$ cat config.mk
export PLATFORM = sky130hd
export DESIGN_NAME = dual_stick_calibrate_and_scale_flat
export DESIGN_NICKNAME = d
export VERILOG_FILES = /design/src/design/dscs_pkg.sv /design/src/design/dscs_if.sv /design/src/design/dscs_divider.sv /design/src/design/dscs_front.sv /design/src/design/dscs_back.sv /design/src/design/dual_stick_calibrate_and_scale.sv /design/src/flat_wrapper.sv
export SDC_FILE = /design/constraint.sdc
export NUM_CORES = 2
export LEC_CHECK = 0
export ABC_AREA = 1
export CAP_MARGIN = 40
export CORE_MARGIN = 4
export CORE_UTILIZATION = 60
export DETAILED_ROUTE_END_ITERATION = 16
export DONT_BUFFER_PORTS = 1
export PLACE_DENSITY_LB_ADDON = 0.1
export SYNTH_ARGS = -nofsm -noshare
export SYNTH_HDL_FRONTEND = slang
export SYNTH_SLANG_ARGS = --single-unit
export TNS_END_PERCENT = 20
$ cat constraint.sdc
create_clock -name clk -period 15.2 [get_ports clk]
set_input_delay 0.76 -clock clk [delete_from_list [all_inputs] [get_ports clk]]
set_output_delay 0.76 -clock clk [all_outputs]
set_load 0.02 [all_outputs]
$ cat src/design/dscs_pkg.sv
// ----------------------------------------------------------------------------
// dscs_pkg
// Shared types and constants for the dual stick calibrate and scale block.
// ----------------------------------------------------------------------------
package dscs_pkg;

  localparam int SAMPLE_BITS = 12;
  localparam int COUNT_BITS  = 16;
  localparam int SUM_BITS    = SAMPLE_BITS + COUNT_BITS;
  localparam int CMD_BITS    = 12;
  localparam int SCALE_BITS  = 11;
  localparam int PROD_BITS   = SAMPLE_BITS + SCALE_BITS;
  localparam int QDEPTH      = 2;

  localparam logic [SAMPLE_BITS-1:0] SMASK        = '1;
  localparam logic [SAMPLE_BITS-1:0] CENTER_RESET = SAMPLE_BITS'(1) << (SAMPLE_BITS - 1);
  localparam logic [COUNT_BITS-1:0]  CMAX         = '1;

  localparam logic [2:0] REG_DEADZONE = 3'd0;
  localparam logic [2:0] REG_NORMAL   = 3'd1;
  localparam logic [2:0] REG_BOOST    = 3'd2;
  localparam logic [2:0] REG_RANGE    = 3'd3;
  localparam logic [2:0] REG_STILL    = 3'd4;
  localparam logic [2:0] REG_HOLD     = 3'd5;

  localparam logic [1:0] PH_RANGE   = 2'd0;
  localparam logic [1:0] PH_CENTER  = 2'd1;
  localparam logic [1:0] PH_CONTROL = 2'd2;

  typedef struct packed {
    logic [10:0] deadzone;
    logic [10:0] normal_scale;
    logic [10:0] boost_scale;
    logic [11:0] range_threshold;
    logic [11:0] still_span_limit;
    logic [15:0] hold_ms;
  } cfg_t;

  typedef struct packed {
    logic [SAMPLE_BITS-1:0] left_adc;
    logic [SAMPLE_BITS-1:0] right_adc;
    logic                   left_turbo;
    logic                   right_turbo;
    logic                   recalibrate;
    logic [31:0]            now_ms;
  } in_item_t;

  typedef struct packed {
    logic [1:0]             phase;
    logic                   condition_met;
    logic [CMD_BITS-1:0]    left_drive;
    logic [CMD_BITS-1:0]    right_drive;
    logic [SAMPLE_BITS-1:0] left_low;
    logic [SAMPLE_BITS-1:0] left_high;
    logic [SAMPLE_BITS-1:0] right_low;
    logic [SAMPLE_BITS-1:0] right_high;
    logic [SAMPLE_BITS-1:0] left_still_span;
    logic [SAMPLE_BITS-1:0] right_still_span;
  } out_item_t;

  typedef enum logic [2:0] {
    ST_IDLE, ST_UPDATE, ST_CENTER, ST_SCALE, ST_OUT
  } back_state_t;

endpackage

$ cat src/design/dscs_if.sv
// ----------------------------------------------------------------------------
// dscs_in_if / dscs_out_if
// Valid/ready channels for samples and results.
// ----------------------------------------------------------------------------
interface dscs_in_if import dscs_pkg::*; ();
  logic     valid;
  logic     ready;
  in_item_t data;
  modport source (output valid, output data, input ready);
  modport sink (input valid, input data, output ready);
endinterface

interface dscs_out_if import dscs_pkg::*; ();
  logic      valid;
  logic      ready;
  out_item_t data;
  modport source (output valid, output data, input ready);
  modport sink (input valid, input data, output ready);
endinterface

$ cat src/design/dscs_divider.sv
// ----------------------------------------------------------------------------
// dscs_divider
// Restoring unsigned divider, one quotient bit per cycle.
// ----------------------------------------------------------------------------
module dscs_divider import dscs_pkg::*; (
  input  logic                clk,
  input  logic                rst_n,
  input  logic                start,
  input  logic [SUM_BITS-1:0] dividend,
  input  logic [SUM_BITS-1:0] divisor,
  output logic                busy,
  output logic [SUM_BITS-1:0] quotient
);

  localparam int CNT_W = $clog2(SUM_BITS + 1);

  logic [SUM_BITS-1:0] rem_r, rem_nxt, quo_r, quo_nxt;
  logic [CNT_W-1:0]    cnt_r, cnt_nxt;
  logic [SUM_BITS:0]   trial;

  always_comb begin
    rem_nxt = rem_r;
    quo_nxt = quo_r;
    cnt_nxt = cnt_r;
    trial   = {rem_r, quo_r[SUM_BITS-1]};
    if (start) begin
      rem_nxt = '0;
      quo_nxt = dividend;
      cnt_nxt = CNT_W'(SUM_BITS);
    end else if (cnt_r != '0) begin
      if (trial >= {1'b0, divisor}) begin
        rem_nxt = SUM_BITS'(trial - {1'b0, divisor});
        quo_nxt = {quo_r[SUM_BITS-2:0], 1'b1};
      end else begin
        rem_nxt = trial[SUM_BITS-1:0];
        quo_nxt = {quo_r[SUM_BITS-2:0], 1'b0};
      end
      cnt_nxt = cnt_r - 1'b1;
    end
  end

  always_ff @(posedge clk) begin
    if (!rst_n) begin
      cnt_r <= '0;
    end else begin
      cnt_r <= cnt_nxt;
    end
    rem_r <= rem_nxt;
    quo_r <= quo_nxt;
  end

  assign busy     = (cnt_r != '0);
  assign quotient = quo_r;

endmodule

$ cat src/design/dscs_front.sv
// ----------------------------------------------------------------------------
// dscs_front
// Accepts samples and holds them in a two-entry queue for the back end.
// ----------------------------------------------------------------------------
module dscs_front import dscs_pkg::*; (
  input  logic            clk,
  input  logic            rst_n,
  dscs_in_if.sink         in_ch,
  output logic            q_valid,
  output in_item_t        q_data,
  input  logic            q_pop
);

  in_item_t  mem [QDEPTH];
  logic      wp_r, wp_nxt, rp_r, rp_nxt;
  logic [1:0] cnt_r, cnt_nxt;
  logic      push;

  assign in_ch.ready = (cnt_r != 2'(QDEPTH));
  assign push        = in_ch.valid && in_ch.ready;
  assign q_valid     = (cnt_r != '0);
  assign q_data      = mem[rp_r];

  always_comb begin
    wp_nxt  = push ? ~wp_r : wp_r;
    rp_nxt  = q_pop ? ~rp_r : rp_r;
    cnt_nxt = cnt_r + 2'(push) - 2'(q_pop);
  end

  always_ff @(posedge clk) begin
    if (!rst_n) begin
      wp_r  <= 1'b0;
      rp_r  <= 1'b0;
      cnt_r <= '0;
    end else begin
      wp_r  <= wp_nxt;
      rp_r  <= rp_nxt;
      cnt_r <= cnt_nxt;
    end
    if (push) mem[wp_r] <= in_ch.data;
  end

endmodule

$ cat src/design/dscs_back.sv
// ----------------------------------------------------------------------------
// dscs_back
// Calibration state, phase sequencing and command scaling.
// ----------------------------------------------------------------------------
module dscs_back import dscs_pkg::*; (
  input  logic     clk,
  input  logic     rst_n,
  input  cfg_t     cfg,
  input  logic     q_valid,
  input  in_item_t q_data,
  output logic     q_pop,
  dscs_out_if.source out_ch
);

  typedef logic [SAMPLE_BITS-1:0] smp_t;

  back_state_t st_r, st_nxt;
  in_item_t    it_r;
  logic [1:0]  phase_r, phase_nxt, ph_out_r;
  smp_t        rmin_r [2], rmax_r [2], ctr_r [2], smin_r [2], smax_r [2];
  smp_t        rmin_n [2], rmax_n [2], ctr_n [2], smin_n [2], smax_n [2];
  logic [SUM_BITS-1:0] ssum_r [2], ssum_n [2];
  logic [COUNT_BITS-1:0] scnt_r, scnt_n;
  logic        rarm_r, rarm_n, sarm_r, sarm_n, cond_r, cond_n;
  logic [31:0] rsince_r, rsince_n, ssince_r, ssince_n;
  logic        side_r;           // which stick the shared divider serves
  logic        div_go_r;
  logic [CMD_BITS-1:0] cmd_r [2];
  logic        hold_cmd_r [2];    // command forced to zero, quotient ignored
  logic        neg_r [2];
  logic [10:0] scl_r [2];
  out_item_t   out_r;
  logic        ovalid_r;

  logic                div_start, div_busy;
  logic [SUM_BITS-1:0] div_a, div_b, div_q;

  dscs_divider u_div (
    .clk, .rst_n, .start(div_start), .dividend(div_a), .divisor(div_b),
    .busy(div_busy), .quotient(div_q)
  );

  function automatic smp_t span_of(smp_t mx, smp_t mn, logic [COUNT_BITS-1:0] c);
    return (c == '0 || mx < mn) ? '0 : smp_t'(mx - mn);
  endfunction

  smp_t raw [2];
  assign raw[0] = it_r.left_adc;
  assign raw[1] = it_r.right_adc;

  // per-sample state update, done in ST_UPDATE
  logic rok [2];
  logic go_center;
  always_comb begin
    phase_nxt = phase_r;
    rmin_n = rmin_r; rmax_n = rmax_r; ctr_n = ctr_r;
    smin_n = smin_r; smax_n = smax_r; ssum_n = ssum_r; scnt_n = scnt_r;
    rarm_n = rarm_r; sarm_n = sarm_r; rsince_n = rsince_r; ssince_n = ssince_r;
    cond_n = 1'b0;
    go_center = 1'b0;
    rok[0] = 1'b0; rok[1] = 1'b0;
    if (it_r.recalibrate) begin
      phase_nxt = PH_RANGE; rarm_n = 1'b0; sarm_n = 1'b0;
      rsince_n = '0; ssince_n = '0; scnt_n = '0;
      for (int i = 0; i < 2; i++) begin
        rmin_n[i] = SMASK; rmax_n[i] = '0; ctr_n[i] = CENTER_RESET;
        smin_n[i] = SMASK; smax_n[i] = '0; ssum_n[i] = '0;
      end
    end
    if (phase_nxt == PH_RANGE) begin
      for (int i = 0; i < 2; i++) begin
        if (raw[i] < rmin_n[i]) rmin_n[i] = raw[i];
        if (raw[i] > rmax_n[i]) rmax_n[i] = raw[i];
        rok[i] = (rmax_n[i] > rmin_n[i]) &&
                 (smp_t'(rmax_n[i] - rmin_n[i]) >= cfg.range_threshold);
      end
      cond_n = rok[0] && rok[1];
      if (cond_n) begin
        if (!rarm_n) begin
          rarm_n = 1'b1; rsince_n = it_r.now_ms;
        end else if ((it_r.now_ms - rsince_n) >= {16'd0, cfg.hold_ms}) begin
          phase_nxt = PH_CENTER; rarm_n = 1'b0; sarm_n = 1'b0; scnt_n = '0;
          for (int i = 0; i < 2; i++) begin
            smin_n[i] = SMASK; smax_n[i] = '0; ssum_n[i] = '0;
          end
        end
      end else begin
        rarm_n = 1'b0;
      end
    end else if (phase_nxt == PH_CENTER) begin
      if (scnt_n == '0) begin
        scnt_n = COUNT_BITS'(1);
        for (int i = 0; i < 2; i++) begin
          smin_n[i] = raw[i]; smax_n[i] = raw[i]; ssum_n[i] = SUM_BITS'(raw[i]);
        end
      end else begin
        for (int i = 0; i < 2; i++) begin
          if (raw[i] < smin_n[i]) smin_n[i] = raw[i];
          if (raw[i] > smax_n[i]) smax_n[i] = raw[i];
        end
        if (scnt_n < CMAX) begin
          for (int i = 0; i < 2; i++) ssum_n[i] = ssum_n[i] + SUM_BITS'(raw[i]);
          scnt_n = scnt_n + 1'b1;
        end
      end
      cond_n = (span_of(smax_n[0], smin_n[0], scnt_n) < cfg.still_span_limit) &&
               (span_of(smax_n[1], smin_n[1], scnt_n) < cfg.still_span_limit);
      if (cond_n) begin
        if (!sarm_n) begin
          sarm_n = 1'b1; ssince_n = it_r.now_ms;
        end else if ((it_r.now_ms - ssince_n) >= {16'd0, cfg.hold_ms}) begin
          go_center = 1'b1; sarm_n = 1'b0;
        end
      end else begin
        sarm_n = 1'b0; scnt_n = COUNT_BITS'(1);
        for (int i = 0; i < 2; i++) begin
          smin_n[i] = raw[i]; smax_n[i] = raw[i]; ssum_n[i] = SUM_BITS'(raw[i]);
        end
      end
    end
  end

  // scaling setup: numerator and divisor for one side
  logic [SAMPLE_BITS:0] s_d, s_n;
  logic                 s_neg, s_zero;
  logic [10:0]          s_scl;
  smp_t                 s_raw, s_ctr;
  always_comb begin
    s_raw = raw[side_r];
    s_ctr = ctr_r[side_r];
    s_scl = (side_r ? it_r.right_turbo : it_r.left_turbo) ? cfg.boost_scale
                                                          : cfg.normal_scale;
    if (s_raw >= s_ctr) begin
      s_neg = 1'b1;
      s_n   = {1'b0, smp_t'(s_raw - s_ctr)};
      s_d   = {1'b0, rmax_r[side_r]} - {1'b0, s_ctr};
    end else begin
      s_neg = 1'b0;
      s_n   = {1'b0, smp_t'(s_ctr - s_raw)};
      s_d   = {1'b0, s_ctr} - {1'b0, rmin_r[side_r]};
    end
    s_zero = s_d[SAMPLE_BITS] || (s_d == '0);
  end

  logic [PROD_BITS-1:0] prod_r;
  logic [SUM_BITS-1:0]  dvs_r;

  always_comb begin
    div_start = div_go_r;
    if (st_r == ST_CENTER) begin
      div_a = ssum_r[side_r];
      div_b = SUM_BITS'(scnt_r);
    end else begin
      div_a = SUM_BITS'(prod_r);
      div_b = dvs_r;
    end
  end

  // clamp, deadzone and sign of one command
  function automatic logic [CMD_BITS-1:0] finish_cmd(logic [SUM_BITS-1:0] q,
      logic [10:0] scl, logic neg, logic [10:0] dz);
    logic [10:0] m;
    m = (q > SUM_BITS'(scl)) ? scl : q[10:0];
    if (m < dz) m = '0;
    return neg ? CMD_BITS'(-$signed({1'b0, m})) : CMD_BITS'({1'b0, m});
  endfunction

  // next state
  always_comb begin
    st_nxt = st_r;
    unique case (st_r)
      ST_IDLE:   if (q_valid) st_nxt = ST_UPDATE;
      ST_UPDATE: st_nxt = go_center ? ST_CENTER :
                          (phase_nxt == PH_RANGE || phase_nxt == PH_CENTER) ? ST_OUT
                                                                            : ST_SCALE;
      ST_CENTER: if (!div_go_r && !div_busy && side_r) st_nxt = ST_OUT;
      ST_SCALE:  if (!div_go_r && !div_busy && side_r && dvs_r != '0) st_nxt = ST_OUT;
      ST_OUT:    if (!ovalid_r || out_ch.ready) st_nxt = ST_IDLE;
      default:   st_nxt = ST_IDLE;
    endcase
  end

  // outputs of the sequencer
  assign q_pop        = (st_r == ST_IDLE) && q_valid;
  assign out_ch.valid = ovalid_r;
  assign out_ch.data  = out_r;

  always_ff @(posedge clk) begin
    if (!rst_n) begin
      st_r <= ST_IDLE; phase_r <= PH_RANGE; ovalid_r <= 1'b0; div_go_r <= 1'b0;
      rarm_r <= 1'b0; sarm_r <= 1'b0; rsince_r <= '0; ssince_r <= '0; scnt_r <= '0;
      side_r <= 1'b0;
      for (int i = 0; i < 2; i++) begin
        rmin_r[i] <= SMASK; rmax_r[i] <= '0; ctr_r[i] <= CENTER_RESET;
        smin_r[i] <= SMASK; smax_r[i] <= '0; ssum_r[i] <= '0;
      end
    end else begin
      st_r     <= st_nxt;
      // divider kick: center pass per side, or after loading scale operands
      div_go_r <= (st_r == ST_UPDATE && go_center) ||
                  (st_r == ST_CENTER && !div_go_r && !div_busy && !side_r) ||
                  (st_r == ST_SCALE && !div_go_r && !div_busy && dvs_r == '0);
      if (st_r == ST_OUT && (!ovalid_r || out_ch.ready)) ovalid_r <= 1'b1;
      else if (out_ch.ready) ovalid_r <= 1'b0;
      unique case (st_r)
        ST_IDLE: if (q_valid) it_r <= q_data;
        ST_UPDATE: begin
          ph_out_r <= it_r.recalibrate ? PH_RANGE : phase_r;
          phase_r <= phase_nxt; rmin_r <= rmin_n; rmax_r <= rmax_n; ctr_r <= ctr_n;
          smin_r <= smin_n; smax_r <= smax_n; ssum_r <= ssum_n; scnt_r <= scnt_n;
          rarm_r <= rarm_n; sarm_r <= sarm_n; rsince_r <= rsince_n;
          ssince_r <= ssince_n; cond_r <= cond_n; side_r <= 1'b0;
          cmd_r[0] <= '0; cmd_r[1] <= '0;
        end
        ST_CENTER: if (!div_go_r && !div_busy) begin
          ctr_r[side_r] <= div_q[SAMPLE_BITS-1:0];
          if (!side_r) begin
            side_r <= 1'b1;
          end else begin
            phase_r <= PH_CONTROL;
          end
        end
        ST_SCALE: if (!div_go_r && !div_busy) begin
          // first pass through this state only loads operands
          if (dvs_r == '0) begin
            hold_cmd_r[side_r] <= s_zero || s_scl == '0;
            neg_r[side_r] <= s_neg; scl_r[side_r] <= s_scl;
            prod_r <= PROD_BITS'(s_n[SAMPLE_BITS-1:0] * s_scl);
            dvs_r  <= s_zero ? SUM_BITS'(1) : SUM_BITS'(s_d);
          end else begin
            cmd_r[side_r] <= hold_cmd_r[side_r] ? '0 :
                finish_cmd(div_q, scl_r[side_r], neg_r[side_r], cfg.deadzone);
            dvs_r <= '0;
            side_r <= 1'b1;
          end
        end
        ST_OUT: if (!ovalid_r || out_ch.ready) begin
          out_r.phase <= ph_out_r;
          out_r.condition_met <= cond_r;
          out_r.left_drive <= cmd_r[0];
          out_r.right_drive <= cmd_r[1];
          out_r.left_low <= rmin_r[0];
          out_r.left_high <= rmax_r[0];
          out_r.right_low <= rmin_r[1];
          out_r.right_high <= rmax_r[1];
          out_r.left_still_span <= span_of(smax_r[0], smin_r[0], scnt_r);
          out_r.right_still_span <= span_of(smax_r[1], smin_r[1], scnt_r);
        end
        default: ;
      endcase
    end
    if (st_r == ST_IDLE) dvs_r <= '0;
  end

endmodule

$ cat src/design/dual_stick_calibrate_and_scale.sv
// ----------------------------------------------------------------------------
// dual_stick_calibrate_and_scale
// Two-stick range/center calibration followed by deadzoned command scaling.
// ----------------------------------------------------------------------------
// A two-entry queue takes samples while the back end works on an earlier one.
// A sample in the range or zero-center phase passes through the idle, update
// and output states of the back end. The step that sets the centers and a
// control sample each run the shared 28-step shift-subtract divider once per
// stick, with a start and a finish step around every pass (plus an operand
// load per stick when scaling). The divider is what sets the rate; a result
// held by the receiver stalls the back end in ST_OUT. One result beat per sample.
module dual_stick_calibrate_and_scale import dscs_pkg::*; (
  input  logic        clk,
  input  logic        rst_n,
  dscs_in_if.sink     in_ch,
  dscs_out_if.source  out_ch,
  input  logic        cfg_psel,
  input  logic        cfg_penable,
  input  logic        cfg_pwrite,
  input  logic [4:0]  cfg_paddr,
  input  logic [31:0] cfg_pwdata,
  output logic [31:0] cfg_prdata,
  output logic        cfg_pready
);

  cfg_t     cfg_r;
  logic     q_valid, q_pop;
  in_item_t q_data;
  logic     wr;
  logic [2:0] idx;

  assign cfg_pready = 1'b1;
  assign wr  = cfg_psel && cfg_penable && cfg_pwrite;
  assign idx = cfg_paddr[4:2];

  always_ff @(posedge clk) begin
    if (!rst_n) begin
      cfg_r <= '{deadzone: 11'd40, normal_scale: 11'd1000, boost_scale: 11'd2000,
                 range_threshold: 12'd3072, still_span_limit: 12'd30, hold_ms: 16'd500};
    end else if (wr) begin
      unique case (idx)
        REG_DEADZONE: cfg_r.deadzone         <= cfg_pwdata[10:0];
        REG_NORMAL:   cfg_r.normal_scale     <= cfg_pwdata[10:0];
        REG_BOOST:    cfg_r.boost_scale      <= cfg_pwdata[10:0];
        REG_RANGE:    cfg_r.range_threshold  <= cfg_pwdata[11:0];
        REG_STILL:    cfg_r.still_span_limit <= cfg_pwdata[11:0];
        REG_HOLD:     cfg_r.hold_ms          <= cfg_pwdata[15:0];
        default: ;
      endcase
    end
  end

  always_comb begin
    unique case (idx)
      REG_DEADZONE: cfg_prdata = {21'd0, cfg_r.deadzone};
      REG_NORMAL:   cfg_prdata = {21'd0, cfg_r.normal_scale};
      REG_BOOST:    cfg_prdata = {21'd0, cfg_r.boost_scale};
      REG_RANGE:    cfg_prdata = {20'd0, cfg_r.range_threshold};
      REG_STILL:    cfg_prdata = {20'd0, cfg_r.still_span_limit};
      REG_HOLD:     cfg_prdata = {16'd0, cfg_r.hold_ms};
      default:      cfg_prdata = '0;
    endcase
  end

  dscs_front u_front (.clk, .rst_n, .in_ch, .q_valid, .q_data, .q_pop);
  dscs_back  u_back  (.clk, .rst_n, .cfg(cfg_r), .q_valid, .q_data, .q_pop, .out_ch);

  a_cmd_zero: assert property (@(posedge clk) disable iff (!rst_n)
    out_ch.valid && out_ch.data.phase != PH_CONTROL |->
      out_ch.data.left_drive == '0 && out_ch.data.right_drive == '0)
    else $error("command outside control phase");
  a_cond_ctl: assert property (@(posedge clk) disable iff (!rst_n)
    out_ch.valid && out_ch.data.phase == PH_CONTROL |-> !out_ch.data.condition_met)
    else $error("condition flagged in control phase");
  a_out_hold: assert property (@(posedge clk) disable iff (!rst_n)
    out_ch.valid && !out_ch.ready |=> out_ch.valid && $stable(out_ch.data))
    else $error("result dropped while stalled");

endmodule
$ cat src/flat_wrapper.sv
// flat-port wrapper written by rule: the top's interface ports become plain ports
module dual_stick_calibrate_and_scale_flat import dscs_pkg::*;
  (clk, rst_n, cfg_psel, cfg_penable, cfg_pwrite, cfg_paddr, cfg_pwdata, cfg_prdata, cfg_pready, in_ch_valid, in_ch_data, in_ch_ready, out_ch_valid, out_ch_data, out_ch_ready);
  dscs_in_if in_ch_i ();
  dscs_out_if out_ch_i ();
  input  logic clk;
  input  logic rst_n;
  input  logic cfg_psel;
  input  logic cfg_penable;
  input  logic cfg_pwrite;
  input  logic [4:0] cfg_paddr;
  input  logic [31:0] cfg_pwdata;
  output logic [31:0] cfg_prdata;
  output logic cfg_pready;
  input wire logic [$bits(in_ch_i.valid)-1:0] in_ch_valid;
  input wire logic [$bits(in_ch_i.data)-1:0] in_ch_data;
  output wire logic [$bits(in_ch_i.ready)-1:0] in_ch_ready;
  output wire logic [$bits(out_ch_i.valid)-1:0] out_ch_valid;
  output wire logic [$bits(out_ch_i.data)-1:0] out_ch_data;
  input wire logic [$bits(out_ch_i.ready)-1:0] out_ch_ready;
  assign in_ch_i.valid = in_ch_valid;
  assign in_ch_i.data = in_ch_data;
  assign in_ch_ready = in_ch_i.ready;
  assign out_ch_valid = out_ch_i.valid;
  assign out_ch_data = out_ch_i.data;
  assign out_ch_i.ready = out_ch_ready;
  dual_stick_calibrate_and_scale u_core (.clk(clk), .rst_n(rst_n), .in_ch(in_ch_i), .out_ch(out_ch_i), .cfg_psel(cfg_psel), .cfg_penable(cfg_penable), .cfg_pwrite(cfg_pwrite), .cfg_paddr(cfg_paddr), .cfg_pwdata(cfg_pwdata), .cfg_prdata(cfg_prdata), .cfg_pready(cfg_pready));
endmodule
==> metrics.md <==
| Metric | Value |
|---|---|
| Run status | `finished, final reports clean` |
| RSZ-0062 raised after global routing | `false` |
| CP arrival | `10,010 ps` |
| Max clock buf depth | `3` |
| Post-synth EDFFs | `380` |
| Period utilization | `0.6280` |
| Synth area leader | `edfxtp_1` |
| Final Core Density | `0.6512` |
| Hold path start | `in_ch_data[0]` |
| Die width | `313.7 um` |
| Slew @ Worst Pin | `941.1 ps` |
| Initial antenna violation count | `5` |
| Clk_skew | `49.74 ps` |
| CTS tree | `built` |
| Final Hold Vio Count | `0` |
| CP startpoint kind | `flip-flop` |
| Inserted Clock Buffers | `84` |
| Syn Area/Cell | `7.408 um^2` |
| Hold Crit Depth | `0` |
| DRC Markers | `0` |
| Initial Utilization | `0.6079` |
| Max-Cap Viols | `0` |
| Via density | `6.016` |
| Sink of the worst hold path | `u_core.u_front.mem[1][0]$_DFFE_PP_` |
| Gpl congestion | `0.9714` |
| Critical path data required time | `15,660 ps` |
| Die H | `313.7 um` |
| Input/output buffers | `0` |
| Vias in the first global route | `48,420` |
| Minimum clock period | `9546 ps` |
| Top-count cell post-synth | `nand2_1` |
| Final Routed Wirelength | `181.8 mm` |
| Setup_tns | `0 ps` |
| Main flop type after synthesis | `dfxtp_1` |
| DRT antenna net count | `0` |
| Area growth syn-to-layout | `7.132%` |
| Hold WC Path Type | `input port to flip-flop` |
| First-pass GRT wire length | `278.3 mm` |
| Flop2flop setup slack | `5650 ps` |
| Synth Register Bits | `770` |
| Crit Path Category | `flip-flop to flip-flop` |
| CTS root buffer | `clkbuf_16` |
| Slowest Stage Delay on Critical Path | `900 ps` |
| Post-synthesis cell area | `0.05606 mm^2` |
| Most instantiated cells after synthesis | `1,762 x nand2_1, 872 x inv_1, 738 x a21oi_1` |
| R2R cell count | `40` |
| Critical path capture point type | `flip-flop` |
| Crit Path Max Fanout | `13` |
| Core Area | `0.09222 mm^2` |
| CTS clk-pin slew, worst paths | `60 ps` |
| Worst r2r src | `u_core.u_back.it_r[40]$_DFFE_PP_` |
| Final Max Slew Viols | `0` |
| # resized after CTS | `0` |
| Cts hold-fix bufs | `0` |
| Async set or reset register ratio after synthesis | `0` |
| First-pass iteration count of the detailed router | `8` |
| Die area | `0.09838 mm^2` |
| Max Freq | `104.8 MHz` |
| Nets | `8,088` |
| Top cell type's share of synthesized area | `0.2036` |
| Share of post-route cells with drive strength above 1 | `0.04049` |
| Post-synthesis cell type count | `66` |
| Setup repair bufs after CTS | `0` |
| Gr usage total | `0.3606` |
| CTS H-tree lvls | `3` |
| Vias | `52,520` |
| Row Count | `111` |
| Warnings, synthesis | `0` |
| Register area share after synthesis | `0.3428` |
| Ranking of synthesized cells by area | `edfxtp_1 20%, dfxtp_1 14%, nand2_1 12%` |
| Clock Latency Late Sink | `720 ps` |
| Detailed placement HPWL | `131.7 mm` |
| Finish-stage setup viols | `0` |
| Largest net degree at the start of global routing | `160` |
| Grt total ovfl | `0` |
| Io pins | `237` |
| Post-Synthesis Cells | `7,567` |
| CP dominant cell by count | `nand2_1` |
| Slowest-stage cell, CP | `edfxtp_1` |
| Slew margin rel. | `0.3660` |
| Initial DRC count | `5,754` |
| Avg WL per Cell | `20.83 um` |
| Critical R2R Capture | `u_core.u_back.prod_r[21]$_DFFE_PP_` |
| Clock sink total | `770` |
## logic make-up (layout without fill, tap and decap cells)
kind of cell               Yosys count  count (layout)  share of synthesized area
other                                2              19                  0.0001340
AOI/OAI and AO/OA                 1837            1837                     0.1790
buffers and inverters             1245            1147                    0.08683
muxes                               18              18                   0.003236
DFF                                770             770                     0.3428
and+or+nand+nor                   2913            2913                     0.2140
adders and majority gates          573             573                     0.1413
xor gates and xnor gates           209             209                    0.03266
## state kept, by name, summed over array words and instances (netlist names), 5 cells and up, named ones only
name,cells
u_core.u_back.cmd_r,24
u_core.u_back.out_ch.data,75
u_core.u_back.rmin_r,24
u_core.u_front.mem,118
out_ch_data,24
u_core.u_back.ssum_r,56
u_core.cfg_r,73
u_core.u_back.dvs_r,13
u_core.u_back.ssince_r,32
u_core.u_back.ctr_r,24
u_core.u_back.u_div.cnt_r,5
u_core.u_back.it_r,59
u_core.u_back.smax_r,24
u_core.u_back.smin_r,24
u_core.u_back.rmax_r,24
u_core.u_back.scnt_r,16
u_core.u_back.scl_r,22
u_core.u_back.prod_r,23
u_core.u_back.u_div.quotient,28
u_core.u_back.rsince_r,32
u_core.u_back.u_div.rem_r,28
## stage by stage
| step | std cells | setup slack [ps] | hold WS (ps) | instance area [um^2] |
|---|---|---|---|---|
| after floorplan | 7582 | 6459 | 400.3 | 56110 |
| after global placement | 8553 | 5840 | 401.2 | 56860 |
| after detailed placement | 8569 | 5824 | 404.5 | 57120 |
| after CTS | 8727 | 5816 | 106.6 | 60050 |
| after global routing | 8727 | 5074 | 114.0 | 60050 |
| final | 8729 | 5654 | 140.1 | 60050 |
## worst max path at each step
stage / slack, ps / from / to / cells past startpoint
after floorplan: 6460 / rst_n / out_ch_data[72]$_DFFE_PP_ / 4
after global placement: 5840 / u_core.u_back.it_r[32]$_DFFE_PP_ / u_core.u_back.scnt_r[6]$_SDFFE_PN0P_ / 38
after detailed placement: 5820 / u_core.u_back.side_r$_SDFFE_PN0P_ / u_core.u_back.prod_r[21]$_DFFE_PP_ / 41
after CTS: 5820 / u_core.u_back.side_r$_SDFFE_PN0P_ / u_core.u_back.prod_r[21]$_DFFE_PP_ / 41
after global routing: 5070 / u_core.u_back.it_r[40]$_DFFE_PP_ / u_core.u_back.prod_r[21]$_DFFE_PP_ / 42
final: 5650 / u_core.u_back.it_r[40]$_DFFE_PP_ / u_core.u_back.prod_r[21]$_DFFE_PP_ / 40
## worst max-delay path, delay by kind of cell (launching register included)
family | cells | cell delay (ps)
compound gates | 11 | 1790
buf+inv | 8 | 1690
fa+ha+maj | 7 | 3010
simple gates | 12 | 1050
xor+xnor | 2 | 870
flops | 1 | 900
## cell usage in the layout (no fill, tap or decap), types with 11 or more instances in the layout
master     instances
fa_1             100
a31oi_1           82
a221oi_1          13
a21boi_0          16
edfxtp_1         380
buf_4             77
ha_1             473
dfxtp_1          388
nand2_1         1760
o21bai_1          51
or2_2             29
o21ai_1           36
o221ai_1          15
xor2_1           153
o22ai_1           21
inv_1            872
a21o_1            16
a21oi_1          738
nor4_1            22
nor3_1            81
conb_1            17
mux2i_1           17
clkbuf_16         84
nand4_1           88
nand3_1          303
inv_2             11
nor2_1           570
a211oi_1          13
clkinv_1          22
o211ai_1          80
xnor2_1           56
nand3b_1          11
o21ai_0          704
o21a_1            14
clkbuf_1          16
## metal layers
metal,part of all wire,track usage
met2,0.43,0.5512
met4,0.062,0.1975
met5,0.00015,0
met3,0.10,0.07608
met1,0.41,0.4793
## layout make-up
type / instances / area (um^2)
inverter: 897 / 3382
antenna: 2 / 5.005
tap: 1243 / 1555
multi-input combinational: 5567 / 32090
clock buffer: 105 / 2231
fill: 8159 / 32170
clock inverter: 53 / 691.9
sequential: 770 / 19220
timing repair buffer: 92 / 875.8
Power is not shown: default switching activity piles up to over one toggle a cycle in this logic, so the estimate is an artifact.
